## src/dowu_pkg.sv

```systemverilog
`default_nettype none

package dowu_pkg;

    localparam int S_TDATA_W = 40;
    localparam int M_TDATA_W = 32;
    localparam int CFG_IDX_W = 4;
    localparam int YEAR_W    = 12;

    localparam logic [CFG_IDX_W-1:0] CFG_MIN_YEAR = 4'd0;
    localparam logic [CFG_IDX_W-1:0] CFG_MAX_YEAR = 4'd1;

    localparam logic [YEAR_W-1:0] RESET_MIN_YEAR = 12'd1900;
    localparam logic [YEAR_W-1:0] RESET_MAX_YEAR = 12'd2021;

    typedef struct packed {
        logic load;
        logic split;
        logic check;
        logic walk;
        logic zell;
        logic emit;
    } dowu_cmd_t;

    typedef struct packed {
        logic split_done;
        logic walk_fits;
        logic out_free;
    } dowu_sts_t;

endpackage

`default_nettype wire

```

## src/date_offset_weekday_unit.sv

```systemverilog
// Channel   Direction  Handshake              Contents
// s_*       in         s_tvalid / s_tready    in_year, in_month, in_day, offset_days
// m_*       out        m_tvalid / m_tready    out_year, out_month, out_day, leap_year, weekday
// cfg_*     in         cfg_valid / cfg_ready  cfg_index, cfg_data (year limits)
//
// One item at a time: it is accepted, the year is split into century and year
// by repeated subtraction of 100, the date is checked, the offset is walked off
// month by month, the weekday is computed and the output register is loaded.
// A finished item waits in the output register; the next item is taken meanwhile.
// Reset clears the controller, the output valid and sets the year limits.
`default_nettype none

module date_offset_weekday_unit
    import dowu_pkg::*;
(
    input  logic                 clk,
    input  logic                 rst_n,
    input  logic                 s_tvalid,
    output logic                 s_tready,
    input  logic [S_TDATA_W-1:0] s_tdata,   // in_year, in_month, in_day, offset_days
    output logic                 m_tvalid,
    input  logic                 m_tready,
    output logic [M_TDATA_W-1:0] m_tdata,   // out_year, out_month, out_day, leap_year, weekday
    input  logic                 cfg_valid,
    output logic                 cfg_ready,
    input  logic [CFG_IDX_W-1:0] cfg_index,
    input  logic [YEAR_W-1:0]    cfg_data
);

    dowu_cmd_t cmd;
    dowu_sts_t sts;

    assign cfg_ready = 1'b1;

    dowu_ctrl u_ctrl (
        .clk      (clk),
        .rst_n    (rst_n),
        .s_tvalid (s_tvalid),
        .s_tready (s_tready),
        .sts      (sts),
        .cmd      (cmd)
    );

    dowu_dp u_dp (
        .clk       (clk),
        .rst_n     (rst_n),
        .s_tdata   (s_tdata),
        .cfg_we    (cfg_valid),
        .cfg_index (cfg_index),
        .cfg_data  (cfg_data),
        .cmd       (cmd),
        .sts       (sts),
        .m_tvalid  (m_tvalid),
        .m_tready  (m_tready),
        .m_tdata   (m_tdata)
    );

endmodule

`default_nettype wire

```

## src/dowu_ctrl.sv

```systemverilog
`default_nettype none

module dowu_ctrl
    import dowu_pkg::*;
(
    input  logic      clk,
    input  logic      rst_n,
    input  logic      s_tvalid,
    output logic      s_tready,
    input  dowu_sts_t sts,
    output dowu_cmd_t cmd
);

    localparam logic [2:0] ST_IDLE  = 3'd0;
    localparam logic [2:0] ST_SPLIT = 3'd1;
    localparam logic [2:0] ST_CHECK = 3'd2;
    localparam logic [2:0] ST_WALK  = 3'd3;
    localparam logic [2:0] ST_ZELL  = 3'd4;
    localparam logic [2:0] ST_EMIT  = 3'd5;

    logic [2:0] state_reg;
    logic [2:0] state_next;

    always_ff @(posedge clk or negedge rst_n)
    begin
        if (!rst_n)
        begin
            state_reg <= ST_IDLE;
        end
        else
        begin
            state_reg <= state_next;
        end
    end

    always_comb
    begin
        state_next = state_reg;
        cmd        = '0;
        s_tready   = 1'b0;
        unique case (state_reg)
            ST_IDLE:
            begin
                s_tready = 1'b1;
                if (s_tvalid)
                begin
                    cmd.load   = 1'b1;
                    state_next = ST_SPLIT;
                end
            end
            ST_SPLIT:
            begin
                if (sts.split_done)
                begin
                    state_next = ST_CHECK;
                end
                else
                begin
                    cmd.split = 1'b1;
                end
            end
            ST_CHECK:
            begin
                cmd.check  = 1'b1;
                state_next = ST_WALK;
            end
            ST_WALK:
            begin
                cmd.walk = 1'b1;
                if (sts.walk_fits)
                begin
                    state_next = ST_ZELL;
                end
            end
            ST_ZELL:
            begin
                cmd.zell   = 1'b1;
                state_next = ST_EMIT;
            end
            ST_EMIT:
            begin
                if (sts.out_free)
                begin
                    cmd.emit   = 1'b1;
                    state_next = ST_IDLE;
                end
            end
            default:
            begin
                state_next = ST_IDLE;
            end
        endcase
    end

endmodule

`default_nettype wire

```

## src/dowu_dp.sv

```systemverilog
`default_nettype none

module dowu_dp
    import dowu_pkg::*;
(
    input  logic                 clk,
    input  logic                 rst_n,
    input  logic [S_TDATA_W-1:0] s_tdata,
    input  logic                 cfg_we,
    input  logic [CFG_IDX_W-1:0] cfg_index,
    input  logic [YEAR_W-1:0]    cfg_data,
    input  dowu_cmd_t            cmd,
    output dowu_sts_t            sts,
    output logic                 m_tvalid,
    input  logic                 m_tready,
    output logic [M_TDATA_W-1:0] m_tdata
);

    localparam logic signed [7:0] FALLBACK_CENT = 8'sd19;
    localparam logic [6:0]        LAST_YIC      = 7'd99;
    localparam logic [3:0]        MONTH_JAN     = 4'd1;
    localparam logic [3:0]        MONTH_FEB     = 4'd2;
    localparam logic [3:0]        MONTH_DEC     = 4'd12;
    localparam logic [10:0]       ZSUM_BIAS     = 11'd140;

    function automatic logic is_leap(input logic [7:0] cent, input logic [6:0] yic);
        logic res;
        if (yic == 7'd0)
        begin
            res = (cent[1:0] == 2'b00);
        end
        else
        begin
            res = (yic[1:0] == 2'b00);
        end
        return res;
    endfunction

    function automatic logic [4:0] month_days(input logic [3:0] m, input logic leap);
        logic [4:0] res;
        case (m) inside
            MONTH_FEB:                  res = leap ? 5'd29 : 5'd28;
            4'd4, 4'd6, 4'd9, 4'd11:    res = 5'd30;
            default:                    res = 5'd31;
        endcase
        return res;
    endfunction

    function automatic logic [5:0] zeller_month(input logic [3:0] mm);
        logic [5:0] res;
        case (mm)
            4'd3:    res = 6'd10;
            4'd4:    res = 6'd13;
            4'd5:    res = 6'd15;
            4'd6:    res = 6'd18;
            4'd7:    res = 6'd20;
            4'd8:    res = 6'd23;
            4'd9:    res = 6'd26;
            4'd10:   res = 6'd28;
            4'd11:   res = 6'd31;
            4'd12:   res = 6'd33;
            4'd13:   res = 6'd36;
            4'd14:   res = 6'd39;
            default: res = 6'd0;
        endcase
        return res;
    endfunction

    // fold by 64 and by 8, both congruent to 1 mod 7
    function automatic logic [2:0] mod7(input logic [8:0] v);
        logic [6:0] s1;
        logic [3:0] s2;
        logic [3:0] r;
        s1 = {4'd0, v[8:6]} + {1'b0, v[5:0]};
        s2 = s1[6:3] + {1'b0, s1[2:0]};
        if (s2 >= 4'd14)
        begin
            r = s2 - 4'd14;
        end
        else if (s2 >= 4'd7)
        begin
            r = s2 - 4'd7;
        end
        else
        begin
            r = s2;
        end
        return r[2:0];
    endfunction

    logic [YEAR_W-1:0] min_year_reg;
    logic [YEAR_W-1:0] max_year_reg;

    logic [YEAR_W-1:0] in_year_reg;
    logic [YEAR_W-1:0] yrem_reg;
    logic [7:0]        cent_reg;
    logic [6:0]        yic_reg;
    logic [3:0]        month_reg;
    logic [4:0]        day_reg;
    logic              neg_reg;
    logic              fill_reg;
    logic [16:0]       rem_reg;
    logic [8:0]        zsum_reg;
    logic              out_valid_reg;
    logic [M_TDATA_W-1:0] out_data_reg;

    logic [YEAR_W-1:0] in_year;
    logic [3:0]        in_month;
    logic [4:0]        in_day;
    logic [16:0]       offset_days;
    logic [16:0]       offset_mag;

    assign in_year     = s_tdata[11:0];
    assign in_month    = s_tdata[15:12];
    assign in_day      = s_tdata[20:16];
    assign offset_days = s_tdata[37:21];
    assign offset_mag  = offset_days[16] ? (~offset_days + 17'd1) : offset_days;

    // validation of the input date
    logic split_leap;
    logic date_ok;

    assign split_leap = is_leap(cent_reg, yrem_reg[6:0]);
    assign date_ok    = (in_year_reg >= min_year_reg) && (in_year_reg <= max_year_reg)
                     && (month_reg != 4'd0) && (month_reg <= MONTH_DEC)
                     && (day_reg != 5'd0)
                     && (day_reg <= month_days(month_reg, split_leap));

    // month walk
    logic       cur_leap;
    logic [4:0] dim;
    logic [4:0] eff_day;
    logic [4:0] room;
    logic [5:0] step_len;
    logic       fits;
    logic [7:0] cent_inc;
    logic [6:0] yic_inc;
    logic [7:0] cent_dec;
    logic [6:0] yic_dec;

    assign cur_leap = is_leap(cent_reg, yic_reg);
    assign dim      = month_days(month_reg, cur_leap);
    assign eff_day  = (neg_reg && fill_reg) ? dim : day_reg;
    assign room     = neg_reg ? (eff_day - 5'd1) : (dim - eff_day);
    assign step_len = neg_reg ? {1'b0, eff_day} : ({1'b0, room} + 6'd1);
    assign fits     = (rem_reg <= {12'd0, room});

    assign cent_inc = (yic_reg == LAST_YIC) ? (cent_reg + 8'd1) : cent_reg;
    assign yic_inc  = (yic_reg == LAST_YIC) ? 7'd0 : (yic_reg + 7'd1);
    assign cent_dec = (yic_reg == 7'd0) ? (cent_reg - 8'd1) : cent_reg;
    assign yic_dec  = (yic_reg == 7'd0) ? LAST_YIC : (yic_reg - 7'd1);

    // weekday sum, biased positive
    logic        early;
    logic [6:0]  zk;
    logic [7:0]  zc;
    logic [3:0]  zm;
    logic [10:0] zsum;

    assign early = (month_reg <= MONTH_FEB);
    assign zk    = early ? yic_dec : yic_reg;
    assign zc    = early ? cent_dec : cent_reg;
    assign zm    = early ? (month_reg + 4'd12) : month_reg;
    assign zsum  = {4'd0, zk} + {6'd0, zk[6:2]} + {{5{zc[7]}}, zc[7:2]}
                 - {{2{zc[7]}}, zc, 1'b0} + {5'd0, zeller_month(zm)}
                 + {6'd0, day_reg} + ZSUM_BIAS - 11'd1;

    logic [YEAR_W-1:0] year_out;

    assign year_out = {cent_reg[5:0], 6'd0} + {cent_reg[6:0], 5'd0}
                    + {{2{cent_reg[7]}}, cent_reg, 2'd0} + {5'd0, yic_reg};

    assign sts.split_done = (yrem_reg < 12'd100);
    assign sts.walk_fits  = fits;
    assign sts.out_free   = !out_valid_reg || m_tready;

    always_ff @(posedge clk or negedge rst_n)
    begin
        if (!rst_n)
        begin
            min_year_reg <= RESET_MIN_YEAR;
            max_year_reg <= RESET_MAX_YEAR;
        end
        else if (cfg_we)
        begin
            unique case (cfg_index)
                CFG_MIN_YEAR: min_year_reg <= cfg_data;
                CFG_MAX_YEAR: max_year_reg <= cfg_data;
                default: ;
            endcase
        end
    end

    always_ff @(posedge clk)
    begin
        if (cmd.load)
        begin
            in_year_reg <= in_year;
            yrem_reg    <= in_year;
            cent_reg    <= 8'd0;
            month_reg   <= in_month;
            day_reg     <= in_day;
            neg_reg     <= offset_days[16];
            rem_reg     <= offset_mag;
            fill_reg    <= 1'b0;
        end
        if (cmd.split)
        begin
            yrem_reg <= yrem_reg - 12'd100;
            cent_reg <= cent_reg + 8'd1;
        end
        if (cmd.check)
        begin
            if (date_ok)
            begin
                yic_reg <= yrem_reg[6:0];
            end
            else
            begin
                cent_reg  <= FALLBACK_CENT;
                yic_reg   <= 7'd0;
                month_reg <= MONTH_JAN;
                day_reg   <= 5'd1;
            end
        end
        if (cmd.walk)
        begin
            if (fits)
            begin
                day_reg  <= neg_reg ? (eff_day - rem_reg[4:0]) : (day_reg + rem_reg[4:0]);
                fill_reg <= 1'b0;
            end
            else
            begin
                rem_reg <= rem_reg - {11'd0, step_len};
                if (neg_reg)
                begin
                    fill_reg <= 1'b1;
                    if (month_reg == MONTH_JAN)
                    begin
                        month_reg <= MONTH_DEC;
                        cent_reg  <= cent_dec;
                        yic_reg   <= yic_dec;
                    end
                    else
                    begin
                        month_reg <= month_reg - 4'd1;
                    end
                end
                else
                begin
                    day_reg <= 5'd1;
                    if (month_reg == MONTH_DEC)
                    begin
                        month_reg <= MONTH_JAN;
                        cent_reg  <= cent_inc;
                        yic_reg   <= yic_inc;
                    end
                    else
                    begin
                        month_reg <= month_reg + 4'd1;
                    end
                end
            end
        end
        if (cmd.zell)
        begin
            zsum_reg <= zsum[8:0];
        end
        if (cmd.emit)
        begin
            out_data_reg <= {7'd0, mod7(zsum_reg), cur_leap, day_reg, month_reg, year_out};
        end
    end

    always_ff @(posedge clk or negedge rst_n)
    begin
        if (!rst_n)
        begin
            out_valid_reg <= 1'b0;
        end
        else if (cmd.emit)
        begin
            out_valid_reg <= 1'b1;
        end
        else if (m_tready)
        begin
            out_valid_reg <= 1'b0;
        end
    end

    assign m_tvalid = out_valid_reg;
    assign m_tdata  = out_data_reg;

endmodule

`default_nettype wire

```

## config.mk

```make
export PLATFORM = sky130hd
export DESIGN_NAME = date_offset_weekday_unit
export DESIGN_NICKNAME = d
export VERILOG_FILES = /design/src/dowu_pkg.sv /design/src/date_offset_weekday_unit.sv /design/src/dowu_ctrl.sv /design/src/dowu_dp.sv
export SDC_FILE = /design/constraint.sdc
export NUM_CORES = 1
export LEC_CHECK = 0
export ABC_AREA = 0
export BUFFER_PORTS_ARGS = -buffer_cell sky130_fd_sc_hd__buf_4
export CAP_MARGIN = 30
export CORE_ASPECT_RATIO = 0.6
export CORE_MARGIN = 2
export CORE_UTILIZATION = 65
export DETAILED_ROUTE_END_ITERATION = 8
export GPL_ROUTABILITY_DRIVEN = 0
export GPL_TIMING_DRIVEN = 0
export PLACE_DENSITY_LB_ADDON = 0.3
export SETUP_SLACK_MARGIN = 0.15
export SLEW_MARGIN = 30
export SYNTH_ARGS = -nofsm -noshare
export SYNTH_HDL_FRONTEND = slang
export SYNTH_HIERARCHICAL = 1
export SYNTH_SLANG_ARGS = --single-unit
```

## constraint.sdc

```tcl
create_clock -name clk -period 9.4 [get_ports clk]
set_clock_uncertainty 0.05 [all_clocks]
set_input_delay 1.88 -clock clk [delete_from_list [all_inputs] [get_ports clk]]
set_output_delay 1.88 -clock clk [all_outputs]
set_load 0.005 [all_outputs]
```

==> metrics.md <==
| Metric | Value |
|---|---|
| Total Nets Final | `1506` |
| DR vias | `9573` |
| Die Height | `104 um` |
| Slew at the pin closest to its max-slew limit | `0.970 ns` |
| Die Width | `171 um` |
| Worst Slack Setup Final | `2.35 ns` |
| ANT nets after route | `0` |
| First-pass GRT wire length | `46.0 mm` |
| Number of setup buffers added after CTS | `0` |
| Slew Limit Fails | `0` |
| Max reg flops | `25` |
| # port buffers | `85` |
| Crit start category | `register` |
| Tightest Hold Check Type | `reg2reg` |
| DP Worst Slack | `2.80 ns` |
| Library cells used by synthesis | `78` |
| Rows | `36` |
| CTS Buffer Depth | `2` |
| End point of the critical path | `u_dp/rem_reg[15]` |
| Worst Setup SP | `u_dp/yic_reg[4]` |
| Root Buffer | `clkbuf_16` |
| Vias in the first global route | `9058` |
| Resize count post-CTS | `0` |
| Drt pass-1 iters | `6` |
| Share of cells above drive strength 1 | `14.8%` |
| Reg2reg path depth | `24` |
| Fmax | `142 MHz` |
| Unrepaired setup endpoints after global routing | `false` |
| Initial detailed-routing violation count | `1154` |
| Yosys warns | `6` |
| Max H-tree Level | `4` |
| Yosys top cell by area | `edfxtp_1` |
| Ys async rst share | `21.7%` |
| Max_slew headroom | `34.9%` |
| Syn avg cell area | `9.21 um2` |
| Post-Synthesis Cell Area | `10800 um2` |
| Crit share post-route | `75.0%` |
| Min cycle time layout | `7.05 ns` |
| Ant. Diodes | `0` |
| Vias per cell | `6.27` |
| Global Route Usage Sum | `32.8%` |
| Final wirelength | `28.6 mm` |
| Crit path required time | `9.68 ns` |
| Post-Synthesis Cells | `1175` |
| Reg-to-reg critical path endpoint | `u_dp/rem_reg[15]` |
| Largest net degree at the start of global routing | `29` |
| Synth top area share | `18.6%` |
| Area of the multi-input gates | `6790 um2` |
| Area Overhead vs Synth | `14.9%` |
| FF-to-FF Start | `u_dp/yic_reg[4]` |
| Max cap viols | `0` |
| Worst setup EP type | `register` |
| CTS tree | `done` |
| Synth top area cells | `edfxtp_1, ha_1, dfxtp_1, fa_1, xnor2_1` |
| FF+latch area | `3410 um2` |
| CTS buffer count | `17` |
| Most used DFF post-synth | `edfxtp_1` |
| GRT Residual Overflow | `0` |
| Worst Path Class, Setup | `reg2reg` |
| CTS hold repair buffers | `0` |
| Worst Path Arrival | `7.33 ns` |
| Routed WL per cell | `18.7 um` |
| Final hold vios | `0` |
| Status | `completed` |
| Fill count | `1136` |
| CP Max Fanout | `10` |
| Register area share after synthesis | `31.5%` |
| Post-DP HPWL | `21.4 mm` |
| Setup TNS Final | `0 ns` |
| I/O pins | `96` |
| Number of synthesized flops with an enable pin | `67` |
| Die area | `17700 um2` |
| Core Box Area | `16300 um2` |
| Seq cells post-synth | `129` |
| DRC | `0` |
| Clock Pin Slew Worst Setup and Hold Paths | `0.07 ns` |
| Final Setup Violations | `0` |
| Clk Latency, worst-skew pair | `0.43 ns` |
| Initial antenna violation count | `0` |
| TritonCTS Sinks | `129` |
| R2r setup slk | `2.35 ns` |
| Initial Utilization | `66.6%` |
==> metal layers <==
| metal | track usage [%] | vias to the layer above | wire length [um] |
|---|---|---|---|
| met5 | 1.45 | - | 0 |
| met4 | 8.91 | 0 | 650 |
| met3 | 8.52 | 95 | 3520 |
| met2 | 47.1 | 607 | 11800 |
| met1 | 48.8 | 4449 | 12600 |
| li1 | - | 4422 | - |
==> synthesized netlist by cell type (23+ instances only) <==
master / number
inv_1: 113
edfxtp_1: 67
nor2_1: 81
fa_1: 33
nand3_1: 28
clkbuf_1: 28
xor2_1: 23
nor3_1: 23
a21oi_1: 78
dfxtp_1: 34
ha_1: 125
xnor2_1: 54
o21ai_0: 64
nand2_1: 101
==> area by class of cell <==
| cell class | instances | share of cell area (%) |
|---|---|---|
| Buffer | 48 | 1.87 |
| Timing Repair Buffer | 87 | 5.41 |
| Sequential cell | 129 | 27.4 |
| Clock inverter | 15 | 1.53 |
| Clock buffer | 17 | 3.42 |
| Tap cell | 228 | 2.29 |
| Inverter | 113 | 3.41 |
| Multi-Input combinational cell | 891 | 54.6 |
==> metrics by stage <==
stage	cells	cell area (um2)	hold slack [ns]	util (%)
2_1_floorplan	1181	10800	0.387	-
3_3_place_gp	1494	11800	0.401	72.4
3_5_place_dp	1496	11800	0.411	72.7
4_1_cts	1528	12400	0.421	76.5
5_1_grt	1528	12400	0.447	76.5
6_report	1528	12400	0.420	76.5
==> worst max-delay path, stage by stage (launching register included) <==
cell and delay [ns]:
dfxtp_1 0.35, clkbuf_1 0.28, nor3_1 0.61, nand3_1 0.38, o21ai_0 0.63, o21ai_0 0.25
nand2_1 0.11, o21ai_0 0.19, ha_1 0.27, inv_1 0.08, fa_1 0.44, nor2b_1 0.17
a21o_1 0.20, ha_1 0.23, o2111ai_1 0.11, xor2_1 0.23, o211a_1 0.16, a21oi_1 0.06
ha_1 0.25, or4_1 0.53, o21ai_1 0.44, nor2b_1 0.29, nor3b_1 0.33, nor3_1 0.08
a311oi_1 0.23
==> kinds of logic after synthesis <==
group	Yosys count	share of synthesized area [%]
simple gates	330	15.0
compound gates	287	17.4
buf+inv	161	6.07
fa+ha+maj	158	20.6
flops	129	31.5
xor+xnor	77	6.23
mux	31	3.19
other cells	2	0.0694
==> cell usage in the layout, fill, tap and decap left out, types with 18 or more instances in the layout <==
cell type,synthesis,routed
mux2_2,18,18
ha_1,125,125
nor2_1,81,80
nand3_1,28,28
xnor2_1,54,54
inv_1,113,113
o21ai_0,64,64
fa_1,33,33
xor2_1,23,23
clkbuf_1,28,28
dfxtp_1,34,34
nor3_1,23,23
edfxtp_1,67,67
a21oi_1,78,78
buf_4,10,96
a21o_1,18,18
nand2_1,101,101
==> how the worst min path moves through the flow <==
stage                     depth (start not counted)        startpoint               end
after detailed placement                          2  u_dp/rem_reg[12]  u_dp/rem_reg[12]
after global placement                            2  u_dp/rem_reg[12]  u_dp/rem_reg[12]
final                                             2  u_dp/rem_reg[12]  u_dp/rem_reg[12]
after CTS                                         2  u_dp/rem_reg[12]  u_dp/rem_reg[12]
after global routing                              2  u_dp/rem_reg[12]  u_dp/rem_reg[12]
after floorplan                                   2  u_dp/rem_reg[12]  u_dp/rem_reg[12]
Power is left out: the tool's default activity adds up to more than one toggle a clock period on the data nets, which glitch-free logic cannot reach.
